File: src/rtl/amt_pkg.sv
// ----------------------------------------------------------------------------
// amt_pkg: shared types and codes for the active member timeout table
// Entry layout, controller states, result status codes and cell controls.
// ----------------------------------------------------------------------------
`default_nettype none

package amt_pkg;

    localparam int AMT_TABLE_ENTRIES = 32;

    localparam int GROUP_W  = 16;
    localparam int MEMBER_W = 16;
    localparam int TIME_W   = 32;
    localparam int STATUS_W = 2;

    localparam logic [STATUS_W-1:0] ST_STORED = 2'd0;
    localparam logic [STATUS_W-1:0] ST_LISTED = 2'd1;
    localparam logic [STATUS_W-1:0] ST_NONE   = 2'd2;
    localparam logic [STATUS_W-1:0] ST_FULL   = 2'd3;

    localparam logic MODE_REPORT = 1'b0;
    localparam logic MODE_QUERY  = 1'b1;

    typedef struct packed {
        logic [GROUP_W-1:0]  group_id;
        logic [MEMBER_W-1:0] member_id;
        logic [TIME_W-1:0]   stamp;
    } t_entry;

    // Controls common to every cell of the chain
    typedef struct packed {
        logic shift;
        logic load_en;
    } t_chain_ctl;

    typedef enum logic [1:0] {
        S_IDLE,
        S_SWEEP,
        S_FINISH
    } t_state;

endpackage : amt_pkg

`default_nettype wire

File: src/rtl/active_member_timeout_table.sv
// Sequence: each stored entry is popped from the chain head, checked and
// re-appended at the tail if still live, then the finish state emits the last
// word. The input is stalled until that word is sent, so a new item waits.
// A query lists one member per cycle while the output is not stalled.
// A stalled output holds the sweep only when a further member must be listed.
// Reset: synchronous, active low; empties the table, clears timeout to 0.
// ----------------------------------------------------------------------------
// active_member_timeout_table: group/member table with timeout aging
// Reports refresh a (group, member) entry at the newest end; queries list a
// group's live members oldest first. Expired entries are dropped on each item.
// ----------------------------------------------------------------------------
`default_nettype none

module active_member_timeout_table #(
    parameter int TABLE_ENTRIES = amt_pkg::AMT_TABLE_ENTRIES
) (
    input  wire                           i_clk,
    input  wire                           i_rst_n,
    input  wire                           i_cfg_wr_en,
    input  wire [amt_pkg::TIME_W-1:0]     i_cfg_wr_data,
    input  wire                           i_in_valid,
    output logic                          o_in_stall,
    input  wire                           i_mode,
    input  wire [amt_pkg::GROUP_W-1:0]    i_group_id,
    input  wire [amt_pkg::MEMBER_W-1:0]   i_member_id,
    input  wire [amt_pkg::TIME_W-1:0]     i_time_now,
    output logic                          o_out_valid,
    input  wire                           i_out_stall,
    output logic [amt_pkg::STATUS_W-1:0]  o_status,
    output logic [amt_pkg::MEMBER_W-1:0]  o_listed_member,
    output logic                          o_last
);
    import amt_pkg::*;

    localparam int CW = $clog2(TABLE_ENTRIES + 1);

    t_state               r_state, n_state;
    logic                 r_mode;
    logic [GROUP_W-1:0]   r_group;
    logic [MEMBER_W-1:0]  r_member;
    logic [TIME_W-1:0]    r_time;
    logic [TIME_W-1:0]    r_window;
    logic [CW-1:0]        r_count;
    logic [CW-1:0]        r_left;
    logic                 r_pend_valid;
    logic [MEMBER_W-1:0]  r_pend_member;
    logic                 r_out_valid;
    logic [STATUS_W-1:0]  r_out_status;
    logic [MEMBER_W-1:0]  r_out_member;
    logic                 r_out_last;

    t_entry               w_head;
    t_entry               w_new_entry;
    t_chain_ctl           w_ctl;
    logic [CW-1:0]        w_load_pos;
    logic                 w_accept;
    logic                 w_out_free;
    logic                 w_live;
    logic                 w_keep;
    logic                 w_match;
    logic                 w_full;
    logic                 w_step;
    logic                 w_emit;
    logic [STATUS_W-1:0]  w_emit_status;
    logic [MEMBER_W-1:0]  w_emit_member;
    logic                 w_emit_last;
    logic                 w_append;

    // hold off input words while busy or in reset
    assign o_in_stall = (r_state != S_IDLE) || !i_rst_n;
    assign w_accept   = i_in_valid && !o_in_stall;
    assign w_out_free = !r_out_valid || !i_out_stall;

    // Entries stamped after now have age zero and stay live
    assign w_live  = (r_time < w_head.stamp) || ((r_time - w_head.stamp) <= r_window);
    assign w_keep  = w_live && !((r_mode == MODE_REPORT) && (w_head.group_id == r_group)
                                 && (w_head.member_id == r_member));
    assign w_match = w_keep && (r_mode == MODE_QUERY) && (w_head.group_id == r_group);
    assign w_full  = (r_count == CW'(TABLE_ENTRIES));

    assign w_new_entry.group_id  = r_group;
    assign w_new_entry.member_id = r_member;
    assign w_new_entry.stamp     = r_time;

    amt_chain #(
        .TABLE_ENTRIES (TABLE_ENTRIES)
    ) u_chain (
        .i_clk        (i_clk),
        .i_ctl        (w_ctl),
        .i_load_pos   (w_load_pos),
        .i_load_entry (r_mode == MODE_QUERY ? w_head : (w_step ? w_head : w_new_entry)),
        .o_head       (w_head)
    );

    // Next state
    always_comb begin
        n_state = r_state;
        unique case (r_state)
            S_IDLE: begin
                if (w_accept) n_state = S_SWEEP;
            end
            S_SWEEP: begin
                if (r_left == '0) n_state = S_FINISH;
            end
            S_FINISH: begin
                if (w_out_free) n_state = S_IDLE;
            end
            default: n_state = S_IDLE;
        endcase
    end

    // Outputs of the controller
    always_comb begin
        w_ctl         = '0;
        w_load_pos    = '0;
        w_step        = 1'b0;
        w_emit        = 1'b0;
        w_emit_status = ST_STORED;
        w_emit_member = '0;
        w_emit_last   = 1'b0;
        w_append      = 1'b0;
        unique case (r_state)
            S_IDLE: begin
            end
            S_SWEEP: begin
                // hold the sweep while a listed member cannot leave
                if ((r_left != '0) && !(w_match && r_pend_valid && !w_out_free)) begin
                    w_step        = 1'b1;
                    w_ctl.shift   = 1'b1;
                    w_ctl.load_en = w_keep;
                    w_load_pos    = r_count - CW'(1);
                    if (w_match && r_pend_valid) begin
                        w_emit        = 1'b1;
                        w_emit_status = ST_LISTED;
                        w_emit_member = r_pend_member;
                    end
                end
            end
            S_FINISH: begin
                if (w_out_free) begin
                    w_emit      = 1'b1;
                    w_emit_last = 1'b1;
                    if (r_mode == MODE_REPORT) begin
                        if (w_full) begin
                            w_emit_status = ST_FULL;
                        end else begin
                            w_append      = 1'b1;
                            w_ctl.load_en = 1'b1;
                            w_load_pos    = r_count;
                        end
                    end else if (r_pend_valid) begin
                        w_emit_status = ST_LISTED;
                        w_emit_member = r_pend_member;
                    end else begin
                        w_emit_status = ST_NONE;
                    end
                end
            end
            default: begin
            end
        endcase
    end

    always_ff @(posedge i_clk) begin
        if (!i_rst_n) begin
            r_state      <= S_IDLE;
            r_window     <= '0;
            r_count      <= '0;
            r_left       <= '0;
            r_pend_valid <= 1'b0;
            r_out_valid  <= 1'b0;
        end else begin
            r_state <= n_state;
            if (i_cfg_wr_en) r_window <= i_cfg_wr_data;
            if (w_accept) begin
                r_left       <= r_count;
                r_pend_valid <= 1'b0;
            end
            if (w_step) begin
                r_left <= r_left - CW'(1);
                if (!w_keep) r_count <= r_count - CW'(1);
                if (w_match) r_pend_valid <= 1'b1;
            end
            if (w_append) r_count <= r_count + CW'(1);
            if (w_emit) begin
                r_out_valid <= 1'b1;
            end else if (!i_out_stall) begin
                r_out_valid <= 1'b0;
            end
        end
    end

    always_ff @(posedge i_clk) begin
        if (w_accept) begin
            r_mode   <= i_mode;
            r_group  <= i_group_id;
            r_member <= i_member_id;
            r_time   <= i_time_now;
        end
        if (w_step && w_match) r_pend_member <= w_head.member_id;
        if (w_emit) begin
            r_out_status <= w_emit_status;
            r_out_member <= w_emit_member;
            r_out_last   <= w_emit_last;
        end
    end

    assign o_out_valid     = r_out_valid;
    assign o_status        = r_out_status;
    assign o_listed_member = r_out_member;
    assign o_last          = r_out_last;

    a_count_bound: assert property (@(posedge i_clk) disable iff (!i_rst_n)
        r_count <= CW'(TABLE_ENTRIES))
        else $error("entry count exceeds table size");

    a_left_bound: assert property (@(posedge i_clk) disable iff (!i_rst_n)
        (r_state == S_SWEEP) |-> (r_left <= r_count))
        else $error("sweep counter exceeds entry count");

    a_accept_sweep: assert property (@(posedge i_clk) disable iff (!i_rst_n)
        (i_in_valid && !o_in_stall) |=> (r_state == S_SWEEP))
        else $error("accepted word did not start a sweep");

    a_last_single: assert property (@(posedge i_clk) disable iff (!i_rst_n)
        (o_out_valid && (o_status != ST_LISTED)) |-> o_last)
        else $error("single result word without last");

    a_emit_finish: assert property (@(posedge i_clk) disable iff (!i_rst_n)
        (r_state == S_FINISH && w_out_free) |=> (o_out_valid && o_last))
        else $error("finish did not deliver the last word");

endmodule : active_member_timeout_table

`default_nettype wire

File: src/rtl/amt_cell.sv
// ----------------------------------------------------------------------------
// amt_cell: one slot of the entry chain
// Holds one entry; takes its upper neighbor's entry on a shift, or a new
// entry when selected for load.
// ----------------------------------------------------------------------------
`default_nettype none

module amt_cell (
    input  wire                      i_clk,
    input  wire amt_pkg::t_chain_ctl i_ctl,
    input  wire                      i_sel,
    input  wire amt_pkg::t_entry     i_load_entry,
    input  wire amt_pkg::t_entry     i_next_entry,
    output amt_pkg::t_entry          o_entry
);
    import amt_pkg::*;

    t_entry r_entry;
    t_entry n_entry;

    always_comb begin
        n_entry = r_entry;
        if (i_ctl.load_en && i_sel) begin
            n_entry = i_load_entry;
        end else if (i_ctl.shift) begin
            n_entry = i_next_entry;
        end
    end

    always_ff @(posedge i_clk) begin
        r_entry <= n_entry;
    end

    assign o_entry = r_entry;

endmodule : amt_cell

`default_nettype wire

File: src/rtl/amt_chain.sv
// ----------------------------------------------------------------------------
// amt_chain: row of entry cells, oldest entry at cell zero
// A shift moves every entry one cell toward the head; one cell may load.
// ----------------------------------------------------------------------------
`default_nettype none

module amt_chain #(
    parameter int TABLE_ENTRIES = amt_pkg::AMT_TABLE_ENTRIES,
    localparam int CW = $clog2(TABLE_ENTRIES + 1)
) (
    input  wire                      i_clk,
    input  wire amt_pkg::t_chain_ctl i_ctl,
    input  wire [CW-1:0]             i_load_pos,
    input  wire amt_pkg::t_entry     i_load_entry,
    output amt_pkg::t_entry          o_head
);
    import amt_pkg::*;

    t_entry w_data [TABLE_ENTRIES];

    genvar gi;
    generate
        for (gi = 0; gi < TABLE_ENTRIES; gi++) begin : g_cell
            t_entry w_next;
            if (gi == TABLE_ENTRIES - 1) begin : g_tail
                assign w_next = '0;
            end else begin : g_body
                assign w_next = w_data[gi+1];
            end
            amt_cell u_cell (
                .i_clk        (i_clk),
                .i_ctl        (i_ctl),
                .i_sel        (i_load_pos == CW'(gi)),
                .i_load_entry (i_load_entry),
                .i_next_entry (w_next),
                .o_entry      (w_data[gi])
            );
        end
    endgenerate

    assign o_head = w_data[0];

endmodule : amt_chain

`default_nettype wire
File: config.mk
export PLATFORM = sky130hd
export DESIGN_NAME = active_member_timeout_table
export DESIGN_NICKNAME = d
export VERILOG_FILES = /design/src/rtl/amt_pkg.sv /design/src/rtl/active_member_timeout_table.sv /design/src/rtl/amt_cell.sv /design/src/rtl/amt_chain.sv
export SDC_FILE = /design/constraint.sdc
export NUM_CORES = 2
export LEC_CHECK = 0
export ABC_AREA = 1
export BUFFER_PORTS_ARGS = -buffer_cell sky130_fd_sc_hd__buf_2
export CAP_MARGIN = 20
export CORE_MARGIN = 3
export CORE_UTILIZATION = 30
export CTS_CLUSTER_SIZE = 25
export DETAILED_ROUTE_END_ITERATION = 6
export SLEW_MARGIN = 0
export SYNTH_ARGS = -nofsm -noshare
export SYNTH_HDL_FRONTEND = slang
export SYNTH_SLANG_ARGS = --single-unit
File: constraint.sdc
create_clock -name i_clk -period 16.1 [get_ports i_clk]
set_input_delay 2.415 -clock i_clk [delete_from_list [all_inputs] [get_ports i_clk]]
set_output_delay 2.415 -clock i_clk [all_outputs]
set_load 0.01 [all_outputs]
# --- Word level (Yosys, flattened, before mapping) ---
# Cells that the tools add are included.
# W data, S select, Z words.
op_classes:
  bitwise_logic: 1
  muxes: 111
  magnitude_cmp: 2
  add_sub_neg: 4
  n_reduce_logical: 93
  eq_ne: 41
ops:
  columns: ["cell", "count"]
  rows:
  - ["$mux W64", 66]
  - ["$eq A6 B5 Y1 const B", 16]
  - ["$mux W16", 5]
  - ["$reduce_bool A2 Y1", 35]
  - ["$mux W6", 9]
  - ["$eq A6 B4 Y1 const B", 8]
  - ["$logic_and A1 B1 Y1", 42]
  - ["$eq A16 B16 Y1", 2]
  - ["$le A32 B32 Y1", 1]
  - ["$lt A32 B32 Y1", 1]
  - ["$pmux W16 S2", 1]
  - ["$sub A32 B32 Y32", 1]
  - ["$eq A6 B3 Y1 const B", 4]
  - ["$mux W1", 17]
  - ["$mux W2", 8]
  - ["$eq A6 B2 Y1 const B", 2]
  - ["$logic_not A6 Y1", 2]
  - ["$pmux W6 S2", 1]
  - ["$sub A6 B1 Y6 const B", 2]
  - ["$logic_not A1 Y1", 7]
  - ["$add A6 B1 Y6 const B", 1]
  - ["$eq A6 B1 Y1 const B", 1]
  - ["$eq A6 B6 Y1 const B", 1]
  - ["$ne A2 B2 Y1 const B", 3]
  - ["12 further kinds", 16]
totals:
  output_inout_bits: 21
  reg_bits: 2196
  inputBits: 102
  elab_cells: 362

# --- Logic depth before layout (Yosys ltp) ---
logic_depth:
  word_depth: 16
  mapped_depth: 35
  depth_no_buf: 33

# --- By module ---
# Synthesis repeated with hierarchy kept, for this count alone.
hier_totals:
  hier_cells: 10155
  hier_area_um2: 102711.0
modules_own_cells:
  columns: ["module", "area_each_um2", "n_inst", "cells_per_inst", "seq_area_each_um2"]
  rows:
  - ["amt_cell", 2906.5, 32, 280, 1921.8]
  - ["active_member_timeout_table", 9382.7, 1, 1126, 3963.8]
  - ["amt_chain", 319.1, 1, 69, 0.0]

# --- Worst setup path before layout ---
# No wires, ideal clock.
synth_path:
  path_type: "flip-flop to flip-flop"
  start: "register r_time[2]"
  end: "register u_chain.g_cell[4].u_cell.r_entry (netlist bit u_chain.g_cell[4].u_cell.o_entry[0]), enable pin"
  setup_ns: 0.424
  arrival_time_ns: 5.750
  t_required_ns: 15.676
  synth_period_minus_slack_ns: 6.173
  path_slack_ns: 9.927
  stages_incl_launch_ff: 31
  n_path_buf: 3
  cell_sequence: "edfxtp_1 > ha_1 > nand3_1 > nand2_1 > a21oi_1 > o21ai_0 > a21oi_1 > o21ai_0 > a21oi_1 > o21ai_0 > nand2_1 > nand2_1 > xor2_1 > ha_1 > a21o_1 > nand3_1 > nand3_1 > a21oi_1 > nand2_1 > nand3_1 > nand2_2 > nand2_4 > nand2_8 > nand2_1 > nand2_1 > nor2_2 > buf_2 > nand3_1 > buf_2 > buf_2 > nand2_1"
synth_between:
  elab_chain_cells: 15
  word_cells_on_any_way: 19
  classes_between: "1 x add/sub; 2 x order compare; 1 x eq/ne; 5 x mux; 10 x reduce/logical"
synth_rtl:
  columns: ["element", "line", "source"]
  rows:
  - ["from (decl)", "active_member_timeout_table.sv:41", "logic [TIME_W-1:0] r_time;"]
  - ["from (signal assigned)", "active_member_timeout_table.sv:198", "r_time <= i_time_now;"]
  - ["$sub A32 B32 Y32", "active_member_timeout_table.sv:75", "assign w_live = (r_time < w_head.stamp) || ((r_time - w_head.stamp) <= r_window);"]
  - ["$le A32 B32 Y1", "active_member_timeout_table.sv:75", null]
  - ["$logic_or A1 B1 Y1 (*)", "active_member_timeout_table.sv:75", null]
  - ["$logic_and A1 B1 Y1 (*)", "active_member_timeout_table.sv:76", "assign w_keep = w_live && !((r_mode == MODE_REPORT) && (w_head.group_id == r_group)"]
  - ["$logic_and A1 B1 Y1 (2 in a row)", "active_member_timeout_table.sv:78", "assign w_match = w_keep && (r_mode == MODE_QUERY) && (w_head.group_id == r_group);"]
  - ["$logic_and A1 B1 Y1 (2 in a row)", "active_member_timeout_table.sv:127", "if ((r_left != '0) && !(w_match && r_pend_valid && !w_out_free)) begin"]
  - ["$logic_not A1 Y1", "active_member_timeout_table.sv:127", null]
  - ["$logic_and A1 B1 Y1", "active_member_timeout_table.sv:127", null]
  - ["$mux W6", "active_member_timeout_table.sv:127", null]
  - ["$pmux W6 S2", "active_member_timeout_table.sv:122", "unique case (r_state)"]
  - ["$eq A6 B3 Y1", "amt_chain.sv:33", ".i_sel (i_load_pos == CW'(gi)),"]
  - ["$logic_and A1 B1 Y1", "amt_cell.sv:23", "if (i_ctl.load_en && i_sel) begin"]
  - ["$reduce_bool A2 Y1 (no source line) (*)", null, null]
  - ["to (signal assigned)", "amt_cell.sv:31", "r_entry <= n_entry;"]
  - ["to (decl)", "amt_cell.sv:18", "t_entry r_entry;"]
# Every way passes the cells marked *; elsewhere a longest branch is shown, timed or not.
# A chain may end at the register's enable or synchronous reset.

# --- Worst setup path after layout ---
layout_path:
  start: "register r_time[2]"
  end: "register u_chain.g_cell[21].u_cell.r_entry (netlist bit u_chain.g_cell[21].u_cell.o_entry[8]), enable pin"
layout_between:
  elab_chain_cells: 15
  word_cells_on_any_way: 19
  classes_between: "1 x add/sub; 2 x order compare; 1 x eq/ne; 5 x mux; 10 x reduce/logical"
layout_rtl:
  columns: ["element", "line"]
  rows:
  - ["$sub A32 B32 Y32", "active_member_timeout_table.sv:75"]
  - ["$le A32 B32 Y1", "active_member_timeout_table.sv:75"]
  - ["$logic_or A1 B1 Y1 (*)", "active_member_timeout_table.sv:75"]
  - ["$logic_and A1 B1 Y1 (*)", "active_member_timeout_table.sv:76"]
  - ["$logic_and A1 B1 Y1 (2 in a row)", "active_member_timeout_table.sv:78"]
  - ["$logic_and A1 B1 Y1 (2 in a row)", "active_member_timeout_table.sv:127"]
  - ["$logic_not A1 Y1", "active_member_timeout_table.sv:127"]
  - ["$logic_and A1 B1 Y1", "active_member_timeout_table.sv:127"]
  - ["$mux W6", "active_member_timeout_table.sv:127"]
  - ["$pmux W6 S2", "active_member_timeout_table.sv:122"]
  - ["$eq A6 B5 Y1", "amt_chain.sv:33"]
  - ["$logic_and A1 B1 Y1", "amt_cell.sv:23"]
  - ["$reduce_bool A2 Y1 (no source line) (*)", null]
  - ["to (signal assigned)", "amt_cell.sv:31"]
  - ["to (decl)", "amt_cell.sv:18"]
# Marked as above.

==> results.toml <==
[status]
outcome = "finished, final reports clean"

[setup_path]
rr_worst_depth = 31
slowest_delay_ns = 0.76
worstSetupPathDepth = 31
worstPathArrival_ns = 9.69
required_ns = 16.57
start_kind = "flop"
crit_family = "buffers and inverters"
crit_fanout = 231
r2r_setup_slack_ns = 6.88
cp_common_cell = "nand2_1"
slowest_stage = "buf_12"
r2r-end = "u_chain.g_cell[21].u_cell.o_entry[8]"
critPathBufInv = 4
r2r_start = "r_time[2]"
end_kind = "flop"
worst-setup-path-type = "reg -> reg"
endpoint = "u_chain.g_cell[21].u_cell.o_entry[8]"
crit_path_start = "r_time[2]"

[timing]
finalCritPeriodShare_pct = 57.2
period_needed_ns = 9.22
hold_viol = 0
relSlewSlack_pct = 23.1
max_freq_mhz = 108
tightestPinTransition_ns = 1.15
slew_viol_final = 0
setup-tns-final_ns = 0
setup_ws_ns = 6.88
rsz0062_at_grt = "no"
finClkSkew_ns = 0.0484
whs_ns = 0.442
finalSetupViolCount = 0

[detailed_routing]
wire_per_inst_um = 17.0
ant_nets = 0
first_iter_violations = 7202
wl_um = 248000
drtPass1Iterations = 5
viasPerCell = 4.85
vias = 70500
drc = 0

[floorplanning]
die_w_um = 589
initial_core_util_pct = 30.2
die_y_um = 589
io_pins = 123
core_area_sq_um = 338000
die-area_sq_um = 347000
fp-row-count = 213

[final_layout]
mostFrequentLayoutCell = "nand2_1"
final_cell_mix = "nand2_1, edfxtp_1, nand3_1, nand4_1, clkbuf_16"
areaGrowthSynthToFinish_pct = 10.3
finish.instance_area_sq_um = 113000
num-nets-final = 10000
drive_above_1_share_pct = 7.93

[run]
drv_cap = 0

[logic_synthesis]
synth-seq-cells = 2196
synth_edf_count = 2148
synth_area_per_cell_sq_um = 9.95
synth_cells = 10300
synth_cell_type_count = 52
synth-async-reset-ratio_pct = 0
syn_area_sq_um = 102000
synth_warnings = 0
yosysSeqAreaShare_pct = 64.2
syn_nets = 10400
synthFlopType = "edfxtp_1"

[grt]
use_met1_pct = 19.9
grt_max_degree = 232
grt_pass1_wl_um = 390000
grt_pass1_vias = 65700
grt_usage_pct = 13.8
grt-busiest-layer = "met2"
grt_util_met2_pct = 21.9
use_met3_pct = 2.19
overflow = 0
antenna_found_initial = 6

[placement]
gp_congestion = 0.826
io_buffers = 122
post-place-ws_ns = 6.96
hpwl_um = 146000
dpl_cell_area_sq_um = 105000

[clocking]
cts_resized = 0
post_cts.repair.setup_buffers = 0
cts_htree_levels = 4
cts-root-buf = "clkbuf_16"
clock-sinks = 2196
cts_buffer_depth = 3
cts_hold_buffers = 0
insertion_delay_ns = 0.85
cts_tree = "done"
cts_buffers = 226
clkTransAtPathRegs_ns = 0.06

[power_and_ir_drop]
power_density_nw_per_um2 = 200
ir_worst_vdd_uv = 211
total_power_w = 0.0225
leakagePower_nw = 44.8

[hold_path]
hold_path_class = "reg -> reg"
[where the power goes]
part / switching (W) / internal (W)
combinational: 0.00573 / 0.00146
clock: 0.00224 / 0.00285
sequential: 0.000567 / 0.00969
total: 0.00853 / 0.0140
[cells in the mapped netlist (3+ instances only)]
cell type | number | area (sq um)
ha_1 | 71 | 888
a21oi_1 | 111 | 556
inv_1 | 204 | 766
inv_2 | 17 | 63.8
o21ai_0 | 90 | 450
nand2_1 | 4246 | 15900
buf_6 | 11 | 124
or2_2 | 6 | 37.5
xnor2_1 | 23 | 201
nor2_2 | 8 | 50.1
o21ai_2 | 9 | 78.8
xor2_1 | 36 | 315
nand2_2 | 8 | 50.1
nand2_4 | 6 | 67.6
nand4_1 | 714 | 4470
nand3_1 | 1327 | 6640
a221oi_1 | 3 | 26.3
nor3_1 | 10 | 50.1
o21bai_1 | 4 | 30.0
edfxtp_1 | 2148 | 64500
buf_2 | 723 | 3620
clkbuf_1 | 162 | 608
nor2_1 | 119 | 447
buf_1 | 3 | 11.3
dfxtp_1 | 48 | 961
buf_4 | 69 | 518
o21ai_1 | 39 | 195
a21o_1 | 4 | 30.0
a31oi_1 | 8 | 50.1
[sequential cells by signal, indices dropped and copies added (netlist names), 16 cells and up]
name	count
o_listed_member	16
r_group	16
r_member	16
r_pend_member	16
r_time	32
r_window	32
u_chain.g_cell.u_cell.o_entry	2048
[worst min path at each step]
| stage | slack [ns] | cells past startpoint | start | endpoint |
|---|---|---|---|---|
| after floorplan | 0.43 | 0 | u_chain.g_cell[0].u_cell.o_entry[43] | r_pend_member[11] |
| final | 0.44 | 0 | u_chain.g_cell[0].u_cell.o_entry[43] | r_pend_member[11] |
| after CTS | 0.45 | 0 | u_chain.g_cell[0].u_cell.o_entry[43] | r_pend_member[11] |
| after global routing | 0.45 | 0 | u_chain.g_cell[0].u_cell.o_entry[43] | r_pend_member[11] |
| after detailed placement | 0.44 | 0 | u_chain.g_cell[0].u_cell.o_entry[37] | r_pend_member[5] |
| after global placement | 0.44 | 0 | u_chain.g_cell[0].u_cell.o_entry[41] | r_pend_member[9] |
[stage by stage]
step                      utilization, %  cells
after CTS                           33.3  14500
after global routing                33.3  14500
after floorplan                        -  10300
after detailed placement            31.2  14100
after global placement              31.2  14100
final                               33.3  14500
[cell families (layout without fill, tap and decap cells)]
logic type                 count (synthesis)  count (layout)  share of synthesized area [%]
buffers and inverters                   1190             959                           5.60
DFF                                     2196            2196                           64.2
xor gates and xnor gates                  59              59                          0.506
AOI/OAI and AO/OA                        283             283                           1.51
adders and majority gates                 72              72                          0.890
and+or+nand+nor                         6456            6456                           27.3
other                                      0               2                              0
[worst register-to-register path: cells and delay by family (launching register included)]
family | cells | cell delay [ns]
adders and majority gates | 2 | 0.69
DFF | 1 | 0.39
xor gates and xnor gates | 1 | 0.15
buffers and inverters | 4 | 2.79
and+or+nand+nor | 16 | 2.80
AOI/OAI and AO/OA | 8 | 1.98
[layout make-up]
class	count	area, sq um
fillers	33400	225000
flip-flops and latches	2196	65500
multi-input cells	6870	31400
clock buffers	287	5910
well taps	4515	5650
repair buffers	315	2160
clock inverters	135	1200
inverters	222	842
diodes	2	5.00
[metal layers]
metal	up-vias	wire (um)	share of wire, %
met3	281	17100	6.9
li1	34400	-	-
met5	-	0	0
met2	2221	112000	45
met4	0	4360	1.8
met1	33600	114000	46
(Power assumes the default switching activity.)
